**src/esae_pkg.sv**
```systemverilog
// Shared types, codes and helpers of the encoder speed and acceleration estimator.
`default_nettype none

package esae_pkg;

	// Configuration register indexes.
	typedef enum logic [2:0] {
		REG_POS_SCALE    = 3'd0,
		REG_SAMPLE_RATE  = 3'd1,
		REG_SPEED_GAIN   = 3'd2,
		REG_SPEED_FB_ONE = 3'd3,
		REG_SPEED_FB_TWO = 3'd4,
		REG_ACCEL_GAIN   = 3'd5,
		REG_ACCEL_FB_ONE = 3'd6,
		REG_ACCEL_FB_TWO = 3'd7
	} cfg_idx_t;

	// Datapath operations, in the order the sequencer issues them.
	typedef enum logic [3:0] {
		OP_POS  = 4'd0,
		OP_SRAW = 4'd1,
		OP_SP   = 4'd2,
		OP_SB1  = 4'd3,
		OP_SB2  = 4'd4,
		OP_ARAW = 4'd5,
		OP_AP   = 4'd6,
		OP_AB1  = 4'd7,
		OP_AB2  = 4'd8
	} op_t;

	typedef enum logic [2:0] {
		ST_IDLE = 3'd0,
		ST_LO   = 3'd1,
		ST_HI   = 3'd2,
		ST_WB   = 3'd3,
		ST_CLR  = 3'd4,
		ST_FIN  = 3'd5
	} state_t;

	// Commands from the controller to the datapath.
	typedef struct packed {
		logic capture;
		logic clear;
		logic mul_lo;
		logic mul_hi;
		logic wb;
		logic load_out;
		op_t  op;
	} cmd_t;

	// Status from the datapath to the controller.
	typedef struct packed {
		logic in_mode;
	} status_t;

	localparam int unsigned ACC_W = 82;
	localparam logic signed [ACC_W-1:0] SAT_HI = 82'sd140737488355327;
	localparam logic signed [ACC_W-1:0] SAT_LO = -SAT_HI - 82'sd1;
	localparam logic [31:0] POS_ZERO_SCALE = 32'd32767;

	// Clamp a wide signed value to the signed 48-bit range.
	function automatic logic signed [47:0] sat48(input logic signed [ACC_W-1:0] v);
		logic signed [47:0] r;
		if (v > SAT_HI) begin
			r = SAT_HI[47:0];
		end else if (v < SAT_LO) begin
			r = SAT_LO[47:0];
		end else begin
			r = v[47:0];
		end
		return r;
	endfunction

endpackage

`default_nettype wire

```
**src/encoder_speed_accel_estimator.sv**
```systemverilog
// Top level of the encoder speed and acceleration estimator.
// A sample request (mode 0) computes nine products (position, raw speed, three speed
// filter terms, raw acceleration, three acceleration filter terms) one after another
// through a single shared 25 by 33 bit multiplier, each in two passes plus a
// write-back step; the output register is then loaded once it is free. A new request
// is accepted only when the controller is back in idle, after the output is loaded. A
// position reset request (mode 1) clears the filter history and gives no result. A
// finished result waits in the output register while the next request is already
// being worked on.
`default_nettype none

module encoder_speed_accel_estimator import esae_pkg::*; (
	input  wire                clk,
	input  wire                arst_n,
	input  wire                cfg_we,
	input  wire  [2:0]         cfg_index,
	input  wire  [31:0]        cfg_data,
	input  wire                in_valid,
	output logic               in_stall,
	input  wire                mode,
	input  wire  signed [31:0] angle,
	output logic               out_valid,
	input  wire                out_stall,
	output logic signed [31:0] pos_scaled,
	output logic signed [47:0] speed,
	output logic signed [47:0] accel
);

	cmd_t    cmd;
	status_t status;

	esae_ctrl u_ctrl (
		.clk       (clk),
		.arst_n    (arst_n),
		.in_valid  (in_valid),
		.in_stall  (in_stall),
		.out_valid (out_valid),
		.out_stall (out_stall),
		.status    (status),
		.cmd       (cmd)
	);

	esae_dp u_dp (
		.clk        (clk),
		.arst_n     (arst_n),
		.cfg_we     (cfg_we),
		.cfg_index  (cfg_index),
		.cfg_data   (cfg_data),
		.mode       (mode),
		.angle      (angle),
		.cmd        (cmd),
		.status     (status),
		.pos_scaled (pos_scaled),
		.speed      (speed),
		.accel      (accel)
	);

endmodule

`default_nettype wire

```
**src/esae_dp.sv**
```systemverilog
// Datapath: configuration, state, shared two-pass multiplier and filter arithmetic.
`default_nettype none

module esae_dp import esae_pkg::*; (
	input  wire                clk,
	input  wire                arst_n,
	input  wire                cfg_we,
	input  wire  [2:0]         cfg_index,
	input  wire  [31:0]        cfg_data,
	input  wire                mode,
	input  wire  signed [31:0] angle,
	input  cmd_t               cmd,
	output status_t            status,
	output logic signed [31:0] pos_scaled,
	output logic signed [47:0] speed,
	output logic signed [47:0] accel
);

	logic        [31:0] pos_scale_q;
	logic        [16:0] rate_q;
	logic signed [31:0] sgain_q, sfb1_q, sfb2_q, again_q, afb1_q, afb2_q;

	logic signed [31:0] angle_q;
	logic signed [31:0] prev_angle_q;
	logic signed [47:0] prev_speed_q, spd_raw_q, acc_raw_q;
	logic signed [47:0] d1_q [2];
	logic signed [47:0] d2_q [2];
	logic signed [51:0] p_q;
	logic signed [47:0] ys_q, ya_q;
	logic signed [31:0] pos_q;
	logic signed [ACC_W-1:0] acc_q;

	logic signed [48:0] x;
	logic signed [32:0] c;
	logic signed [24:0] a25;
	logic signed [57:0] prod;
	logic signed [32:0] angle_diff;
	logic signed [32:0] angle_mag;
	logic signed [51:0] m;
	logic        [31:0] q;
	logic               sel;

	assign status.in_mode = mode;

	// Configuration register file.
	always_ff @(posedge clk or negedge arst_n) begin
		if (!arst_n) begin
			pos_scale_q <= 32'd11930283;
			rate_q      <= 17'd1000;
			sgain_q     <= '0;
			sfb1_q      <= '0;
			sfb2_q      <= '0;
			again_q     <= '0;
			afb1_q      <= '0;
			afb2_q      <= '0;
		end else if (cfg_we) begin
			unique case (cfg_idx_t'(cfg_index))
				REG_POS_SCALE:    pos_scale_q <= cfg_data;
				REG_SAMPLE_RATE:  rate_q      <= cfg_data[16:0];
				REG_SPEED_GAIN:   sgain_q     <= cfg_data;
				REG_SPEED_FB_ONE: sfb1_q      <= cfg_data;
				REG_SPEED_FB_TWO: sfb2_q      <= cfg_data;
				REG_ACCEL_GAIN:   again_q     <= cfg_data;
				REG_ACCEL_FB_ONE: afb1_q      <= cfg_data;
				REG_ACCEL_FB_TWO: afb2_q      <= cfg_data;
				default: ;
			endcase
		end
	end

	// Operand selection for the current operation.
	assign angle_diff = 33'(angle_q) - 33'(prev_angle_q);
	assign angle_mag  = angle_q[31] ? -33'(angle_q) : 33'(angle_q);

	always_comb begin
		x = 49'(angle_mag);
		c = {1'b0, pos_scale_q};
		case (cmd.op)
			OP_POS: begin
				x = 49'(angle_mag);
				c = {1'b0, pos_scale_q};
			end
			OP_SRAW: begin
				x = 49'(angle_diff);
				c = {16'd0, rate_q};
			end
			OP_SP: begin
				x = 49'(spd_raw_q);
				c = 33'(sgain_q);
			end
			OP_SB1: begin
				x = 49'(ys_q);
				c = 33'(sfb1_q);
			end
			OP_SB2: begin
				x = 49'(ys_q);
				c = 33'(sfb2_q);
			end
			OP_ARAW: begin
				x = 49'(spd_raw_q) - 49'(prev_speed_q);
				c = {16'd0, rate_q};
			end
			OP_AP: begin
				x = 49'(acc_raw_q);
				c = 33'(again_q);
			end
			OP_AB1: begin
				x = 49'(ya_q);
				c = 33'(afb1_q);
			end
			OP_AB2: begin
				x = 49'(ya_q);
				c = 33'(afb2_q);
			end
			default: ;
		endcase
	end

	// Shared multiplier: low 24 bits of the operand first, then the signed high part.
	assign a25  = cmd.mul_hi ? x[48:24] : $signed({1'b0, x[23:0]});
	assign prod = a25 * c;

	always_ff @(posedge clk) begin
		if (cmd.mul_lo) begin
			acc_q <= ACC_W'(prod);
		end else if (cmd.mul_hi) begin
			acc_q <= acc_q + $signed({prod, 24'd0});
		end
	end

	// Product scaled down by 2^30 (m) and by 2^32 (q), rounded toward minus infinity.
	assign m   = acc_q[81:30];
	assign q   = acc_q[63:32];
	assign sel = (cmd.op == OP_AP) || (cmd.op == OP_AB1) || (cmd.op == OP_AB2);

	// Input capture and payload results.
	always_ff @(posedge clk) begin
		if (cmd.capture) begin
			angle_q <= angle;
		end
		if (cmd.wb) begin
			case (cmd.op)
				OP_POS: begin
					if (pos_scale_q == 32'd0) begin
						pos_q <= POS_ZERO_SCALE;
					end else begin
						pos_q <= angle_q[31] ? -q : q;
					end
				end
				OP_SRAW: spd_raw_q <= sat48(acc_q);
				OP_SP: begin
					p_q  <= m;
					ys_q <= sat48(ACC_W'(m) + ACC_W'(d1_q[0]));
				end
				OP_ARAW: acc_raw_q <= sat48(acc_q);
				OP_AP: begin
					p_q  <= m;
					ya_q <= sat48(ACC_W'(m) + ACC_W'(d1_q[1]));
				end
				default: ;
			endcase
		end
		if (cmd.load_out) begin
			pos_scaled <= pos_q;
			speed      <= ys_q;
			accel      <= ya_q;
		end
	end

	// Delays and history, cleared by reset; a position reset clears all but the angle.
	always_ff @(posedge clk or negedge arst_n) begin
		if (!arst_n) begin
			prev_angle_q <= '0;
			prev_speed_q <= '0;
			d1_q[0]      <= '0;
			d1_q[1]      <= '0;
			d2_q[0]      <= '0;
			d2_q[1]      <= '0;
		end else if (cmd.clear) begin
			prev_angle_q <= angle_q;
			prev_speed_q <= '0;
			d1_q[0]      <= '0;
			d1_q[1]      <= '0;
			d2_q[0]      <= '0;
			d2_q[1]      <= '0;
		end else if (cmd.wb) begin
			case (cmd.op)
				OP_SB1, OP_AB1: begin
					d1_q[sel] <= sat48(ACC_W'(p_q) + ACC_W'(p_q) + ACC_W'(d2_q[sel])
						- ACC_W'(m));
				end
				OP_SB2, OP_AB2: begin
					d2_q[sel] <= sat48(ACC_W'(p_q) - ACC_W'(m));
				end
				OP_ARAW: begin
					prev_speed_q <= spd_raw_q;
					prev_angle_q <= angle_q;
				end
				default: ;
			endcase
		end
	end

`ifndef SYNTHESIS
	// A position reset leaves the filter delays at zero (checked on d1_q[0] and d2_q[1]).
	a_clear_zero: assert property (@(posedge clk) disable iff (!arst_n)
		cmd.clear |=> (d1_q[0] == 48'sd0) && (d2_q[1] == 48'sd0))
		else $error("filter delays not cleared");
	// The multiplier never runs both passes at once.
	a_one_pass: assert property (@(posedge clk) disable iff (!arst_n)
		!(cmd.mul_lo && cmd.mul_hi))
		else $error("both multiplier passes requested");
	// A zero scale always yields the fixed position code.
	a_zero_scale: assert property (@(posedge clk) disable iff (!arst_n)
		(cmd.wb && cmd.op == OP_POS && pos_scale_q == 32'd0) |=> pos_q == POS_ZERO_SCALE)
		else $error("zero scale position wrong");
`endif

endmodule

`default_nettype wire

```
**src/esae_ctrl.sv**
```systemverilog
// Controller: sequences the shared multiplier through one sample and owns the handshakes.
`default_nettype none

module esae_ctrl import esae_pkg::*; (
	input  wire     clk,
	input  wire     arst_n,
	input  wire     in_valid,
	output logic    in_stall,
	output logic    out_valid,
	input  wire     out_stall,
	input  status_t status,
	output cmd_t    cmd
);

	state_t state_q, state_d;
	op_t    op_q, op_d;
	logic   out_valid_d;

	// State, operation and output valid registers.
	always_ff @(posedge clk or negedge arst_n) begin
		if (!arst_n) begin
			state_q   <= ST_IDLE;
			op_q      <= OP_POS;
			out_valid <= 1'b0;
		end else begin
			state_q   <= state_d;
			op_q      <= op_d;
			out_valid <= out_valid_d;
		end
	end

	// Next state and datapath commands.
	always_comb begin
		state_d     = state_q;
		op_d        = op_q;
		out_valid_d = out_valid && out_stall;
		in_stall    = 1'b1;
		cmd         = '0;
		cmd.op      = op_q;
		unique case (state_q)
			ST_IDLE: begin
				in_stall = 1'b0;
				if (in_valid) begin
					cmd.capture = 1'b1;
					op_d        = OP_POS;
					state_d     = status.in_mode ? ST_CLR : ST_LO;
				end
			end
			ST_LO: begin
				cmd.mul_lo = 1'b1;
				state_d    = ST_HI;
			end
			ST_HI: begin
				cmd.mul_hi = 1'b1;
				state_d    = ST_WB;
			end
			ST_WB: begin
				cmd.wb = 1'b1;
				if (op_q == OP_AB2) begin
					state_d = ST_FIN;
				end else begin
					op_d    = op_t'(op_q + 4'd1);
					state_d = ST_LO;
				end
			end
			ST_CLR: begin
				cmd.clear = 1'b1;
				state_d   = ST_IDLE;
			end
			ST_FIN: begin
				if (!out_valid || !out_stall) begin
					cmd.load_out = 1'b1;
					out_valid_d  = 1'b1;
					state_d      = ST_IDLE;
				end
			end
			default: state_d = ST_IDLE;
		endcase
	end

`ifndef SYNTHESIS
	// A result appears only when a sample finishes its sequence.
	a_rise_fin: assert property (@(posedge clk) disable iff (!arst_n)
		$rose(out_valid) |-> $past(state_q) == ST_FIN)
		else $error("result raised outside finish");
	// A position reset item never produces a result.
	a_clr_quiet: assert property (@(posedge clk) disable iff (!arst_n)
		state_q == ST_CLR |=> !$rose(out_valid))
		else $error("result after position reset");
	// Work in flight blocks new requests.
	a_busy_stall: assert property (@(posedge clk) disable iff (!arst_n)
		(state_q == ST_LO || state_q == ST_HI || state_q == ST_WB) |-> in_stall)
		else $error("request taken while busy");
`endif

endmodule

`default_nettype wire
```
**config.mk**
```make
export PLATFORM = sky130hd
export DESIGN_NAME = encoder_speed_accel_estimator
export DESIGN_NICKNAME = d
export VERILOG_FILES = /design/src/esae_pkg.sv /design/src/encoder_speed_accel_estimator.sv /design/src/esae_dp.sv /design/src/esae_ctrl.sv
export SDC_FILE = /design/constraint.sdc
export NUM_CORES = 2
export LEC_CHECK = 0
export ABC_AREA = 1
export BUFFER_PORTS_ARGS = -buffer_cell sky130_fd_sc_hd__clkbuf_2
export CAP_MARGIN = 10
export CORE_ASPECT_RATIO = 0.8
export CORE_UTILIZATION = 50
export CTS_BUF_LIST = sky130_fd_sc_hd__clkbuf_16
export DETAILED_ROUTE_END_ITERATION = 10
export GPL_TIMING_DRIVEN = 0
export HOLD_SLACK_MARGIN = 0.02
export PLACE_DENSITY = 0.65
export SYNTH_ARGS = -nofsm -noshare
export SYNTH_HDL_FRONTEND = slang
export SYNTH_HIERARCHICAL = 1
export SYNTH_SLANG_ARGS = --single-unit
```
**constraint.sdc**
```tcl
create_clock -name clk -period 12.44 [get_ports clk]
set_input_delay 0.622 -clock clk [delete_from_list [all_inputs] [get_ports clk]]
set_output_delay 0.622 -clock clk [all_outputs]
set_load 0.005 [all_outputs]
```
==> summary.md <==
| Metric | Value |
|---|---|
| Max-slew violations | 0 |
| Post-route standard cell area excluding fillers | 110,000 µm² |
| Area after detailed placement | 104,000 µm² |
| Final wirelength | 442,000 µm |
| Layout cell share with drive strength beyond 1 | 7.79% |
| Average wire per cell in the routed design | 27.6 µm |
| Xor and xnor fraction of the mapped netlist area | 2.29% |
| Congestion Overflow GR | 0 |
| Arrival time worst endpoint | 12.86 ns |
| Cells after synthesis | 12,800 |
| Area of the mapped netlist | 99,200 µm² |
| Clock tree root driver cell | clkbuf_16 |
| Most common flop cell mapped by yosys | edfxtp_1 |
| Initial core utilization | 50.6% |
| Adder-Cell Fraction of Synth Area | 24.7% |
| Total of buffers placed on input and output ports | 201 |
| Count of cells along the worst hold path | 3 |
| Outcome | finished clean |
| Worst Hold Margin | 0.0709 ns |
| Vias in the first global route | 89,800 |
| Yosys cell types | 71 |
| Horizontal die dimension | 500 µm |
| Worst-case headroom to the max-slew limit | 3.12% |
| CTS sink cnt | 1,039 |
| Worst-Margin Slew | 1.44 ns |
| Largest fanout of any net on the critical path | 13 |
| Kind of critical path | register to register |
| Post-synthesis simple-gate area fraction | 22.6% |
| Commonest non-fill, non-tap cells in the layout | nand2_1 (3,342), inv_1 (2,187), nor2_1 (1,012) |
| I/O pin total | 203 |
| Highest-delay cell along the critical path | a2111oi_0 |
| Classification of the worst-slack hold path | primary input to register |
| Total iterations of the first detailed-routing run | 9 |
| Main combinational cell family by area after synthesis | adder cells |
| Share of Yosys cell area claimed by the top area cell type | 18.2% |
| Delay contributed by the slowest stage of the critical path | 1.07 ns |
| Ratio of final minimum period to clock period | 99.3% |
| Max-capacitance violation count | 0 |
| Clock input transition at the sequential cells of the worst setup and hold paths | 0.06 ns |
| Kind of capture point of the worst setup path | register |
| Proportion of register bits with asynchronous set or reset after synthesis | 50.1% |
| Post-synthesis net count | 14,300 |
| Post-synthesis cell type with the largest combined area | fa_1 |
| GRT Total Usage | 43.4% |
| Global-route wire length before repair | 624,000 µm |
| Final weighted congestion in routability-driven placement | 1.12 |
| Core area | 196,000 µm² |
| Worst Setup Slack post-DPL | -1.86 ns |
| Count of routing violations after the opening detailed-route iteration | 14,200 |
| Height of the die | 400 µm |
| Number of flops mapped to enable cells by yosys | 518 |
| Achievable clock frequency | 0.0810 GHz |
| Post-synthesis compound-gate area fraction | 10.9% |
| Dominant cells by area after synthesis | fa_1 (18%), edfxtp_1 (16%), nand2_1 (13%) |
| Antenna Violating Nets Remaining | 0 |
| Largest net degree at the start of global routing | 103 |
| Most frequent standard cell in the layout excluding fill and tap cells | nand2_1 |
| Total of flip-flops plus latches after synthesis | 1,039 |
| Worst Clk Skew | 0.101 ns |
| Num CTS Buffers | 108 |
| Overall die area | 200,000 µm² |
| Post-layout worst setup margin | 0.0884 ns |
| Critical path required time | 12.94 ns |
| Nets@finish | 14,700 |
| Layout Area Growth over Synthesis | 11.3% |
| Post-route DRC | 0 |
| Clock tree from TritonCTS | built |
| Standard-cell rows | 145 |
| Post-synthesis sequential area ratio | 28.9% |
| Clock insertion delay at the later pin of the skew report | 0.79 ns |
| Average cell area after synthesis | 7.76 µm² |
| Warnings, synthesis | 6 |
| Multiplexer fraction of the synthesized cell area | 0.486% |
| Final Hold Violating Endpoints | 0 |
| Antenna violations before repair | 31 |
| Drt via density | 5.98 |
| Time the worst path needs with I/O delays and setup | 12.35 ns |
| Critical Path Source Type | register |
| Total number of vias | 95,700 |
| HPWL after DPL | 361,000 µm |
| H-tree levels | 3 |
| Final setup violation count | 0 |
| Number of cells traversed by the worst register-to-register path | 43 |
| Maximum root-to-sink buffer count | 3 |
-- worst paths after layout --
check	from	to	slack (ns)
worst max-delay path	u_ctrl/op_q[2]$_DFFE_PN0P_	u_dp/acc_q[70]$_DFFE_PN_	0.09
max in group asynchronous	arst_n	u_dp/pos_scale_q[17]$_DFFE_PN1P_	9.67
worst max register to register	u_ctrl/op_q[2]$_DFFE_PN0P_	u_dp/acc_q[70]$_DFFE_PN_	0.09
worst min register to register	u_dp/pos_q[6]$_SDFFCE_PN1P_	u_dp/pos_scaled[6]$_DFFE_PP_	0.39
worst min-delay path	cfg_data[14]	u_dp/afb2_q[14]$_DFFE_PN0P_	0.07
min in group asynchronous	arst_n	u_dp/d1_q[61]$_DFFE_PN0P_	0.36
-- through the flow --
step / util, % / std cells / TNS [ns]
after CTS: 55.5 / 15900 / 0
final: 56.3 / 16000 / 0
after global routing: 56.3 / 16000 / -0.106
after detailed placement: 53.1 / 15700 / -37.65
after global placement: 52.8 / 15600 / -738.29
after floorplan: - / 12800 / 0
-- cell families after synthesis --
group / Yosys count
buf+inv: 2602
compound gates: 1925
xor+xnor: 259
mux: 48
fa+ha+maj: 1415
flops: 1039
simple gates: 5495
-- state kept, by name, summed over array words and instances, names as in the netlist, 48 cells and up --
| signal | count |
|---|---|
| u_dp/acc_raw_q | 48 |
| u_dp/accel | 48 |
| u_dp/d1_q | 96 |
| u_dp/prev_speed_q | 48 |
| u_dp/spd_raw_q | 48 |
| u_dp/acc_q | 82 |
| u_dp/speed | 48 |
| u_dp/ya_q | 48 |
| u_dp/ys_q | 48 |
| u_dp/d2_q | 96 |
| u_dp/p_q | 52 |
-- cells in the mapped netlist (169+ instances only) --
cell type / number
nand2_1: 3382
inv_1: 2166
nor2_1: 1037
fa_1: 902
a21oi_1: 753
o21ai_0: 739
nand3_1: 706
edfxtp_1: 518
ha_1: 513
dfrtp_1: 503
clkbuf_1: 188
buf_2: 172
xor2_1: 169
-- timing repair --
item | 4_1_cts | 5_1_grt
cloned | 0 | 1
hold buffers | 32 | 0
buffers inserted | 27 | 47
endpoints found under the hold margin | 91 | 0
gates resized for setup | 135 | 239
endpoints found under the setup margin | 37 | 36
pin swaps | 13 | 21
-- worst max-delay path, delay by kind of cell, from the launching register on --
| family | cells | cell delay [ns] |
|---|---|---|
| DFF | 1 | 0.57 |
| AOI/OAI and AO/OA | 11 | 3.08 |
| and+or+nand+nor | 13 | 2.49 |
| buffers and inverters | 9 | 1.18 |
| xor gates and xnor gates | 1 | 0.16 |
| adders and majority gates | 9 | 4.55 |
-- layer usage --
metal,GRT usage (%),up-vias,wire (µm)
li1,-,41600,-
met1,62.5,46700,182000
met2,55.4,6449,165000
met3,19.7,906,74200
met4,16.8,26,19900
met5,1.79,-,959
-- cell type report --
cell class / count / area, µm²
Antenna cell: 17 / 42.5
Buffer: 406 / 2000
Clock buffer: 108 / 2700
Clock inverter: 97 / 891
Fill cell: 18600 / 85700
Inverter: 2193 / 8270
Multi-Input combinational cell: 9142 / 61800
Sequential cell: 1039 / 28600
Tap cell: 2646 / 3310
Timing Repair Buffer: 343 / 2770
Power is not shown: default switching activity piles up to over one toggle a cycle in this logic, so the estimate is an artifact.
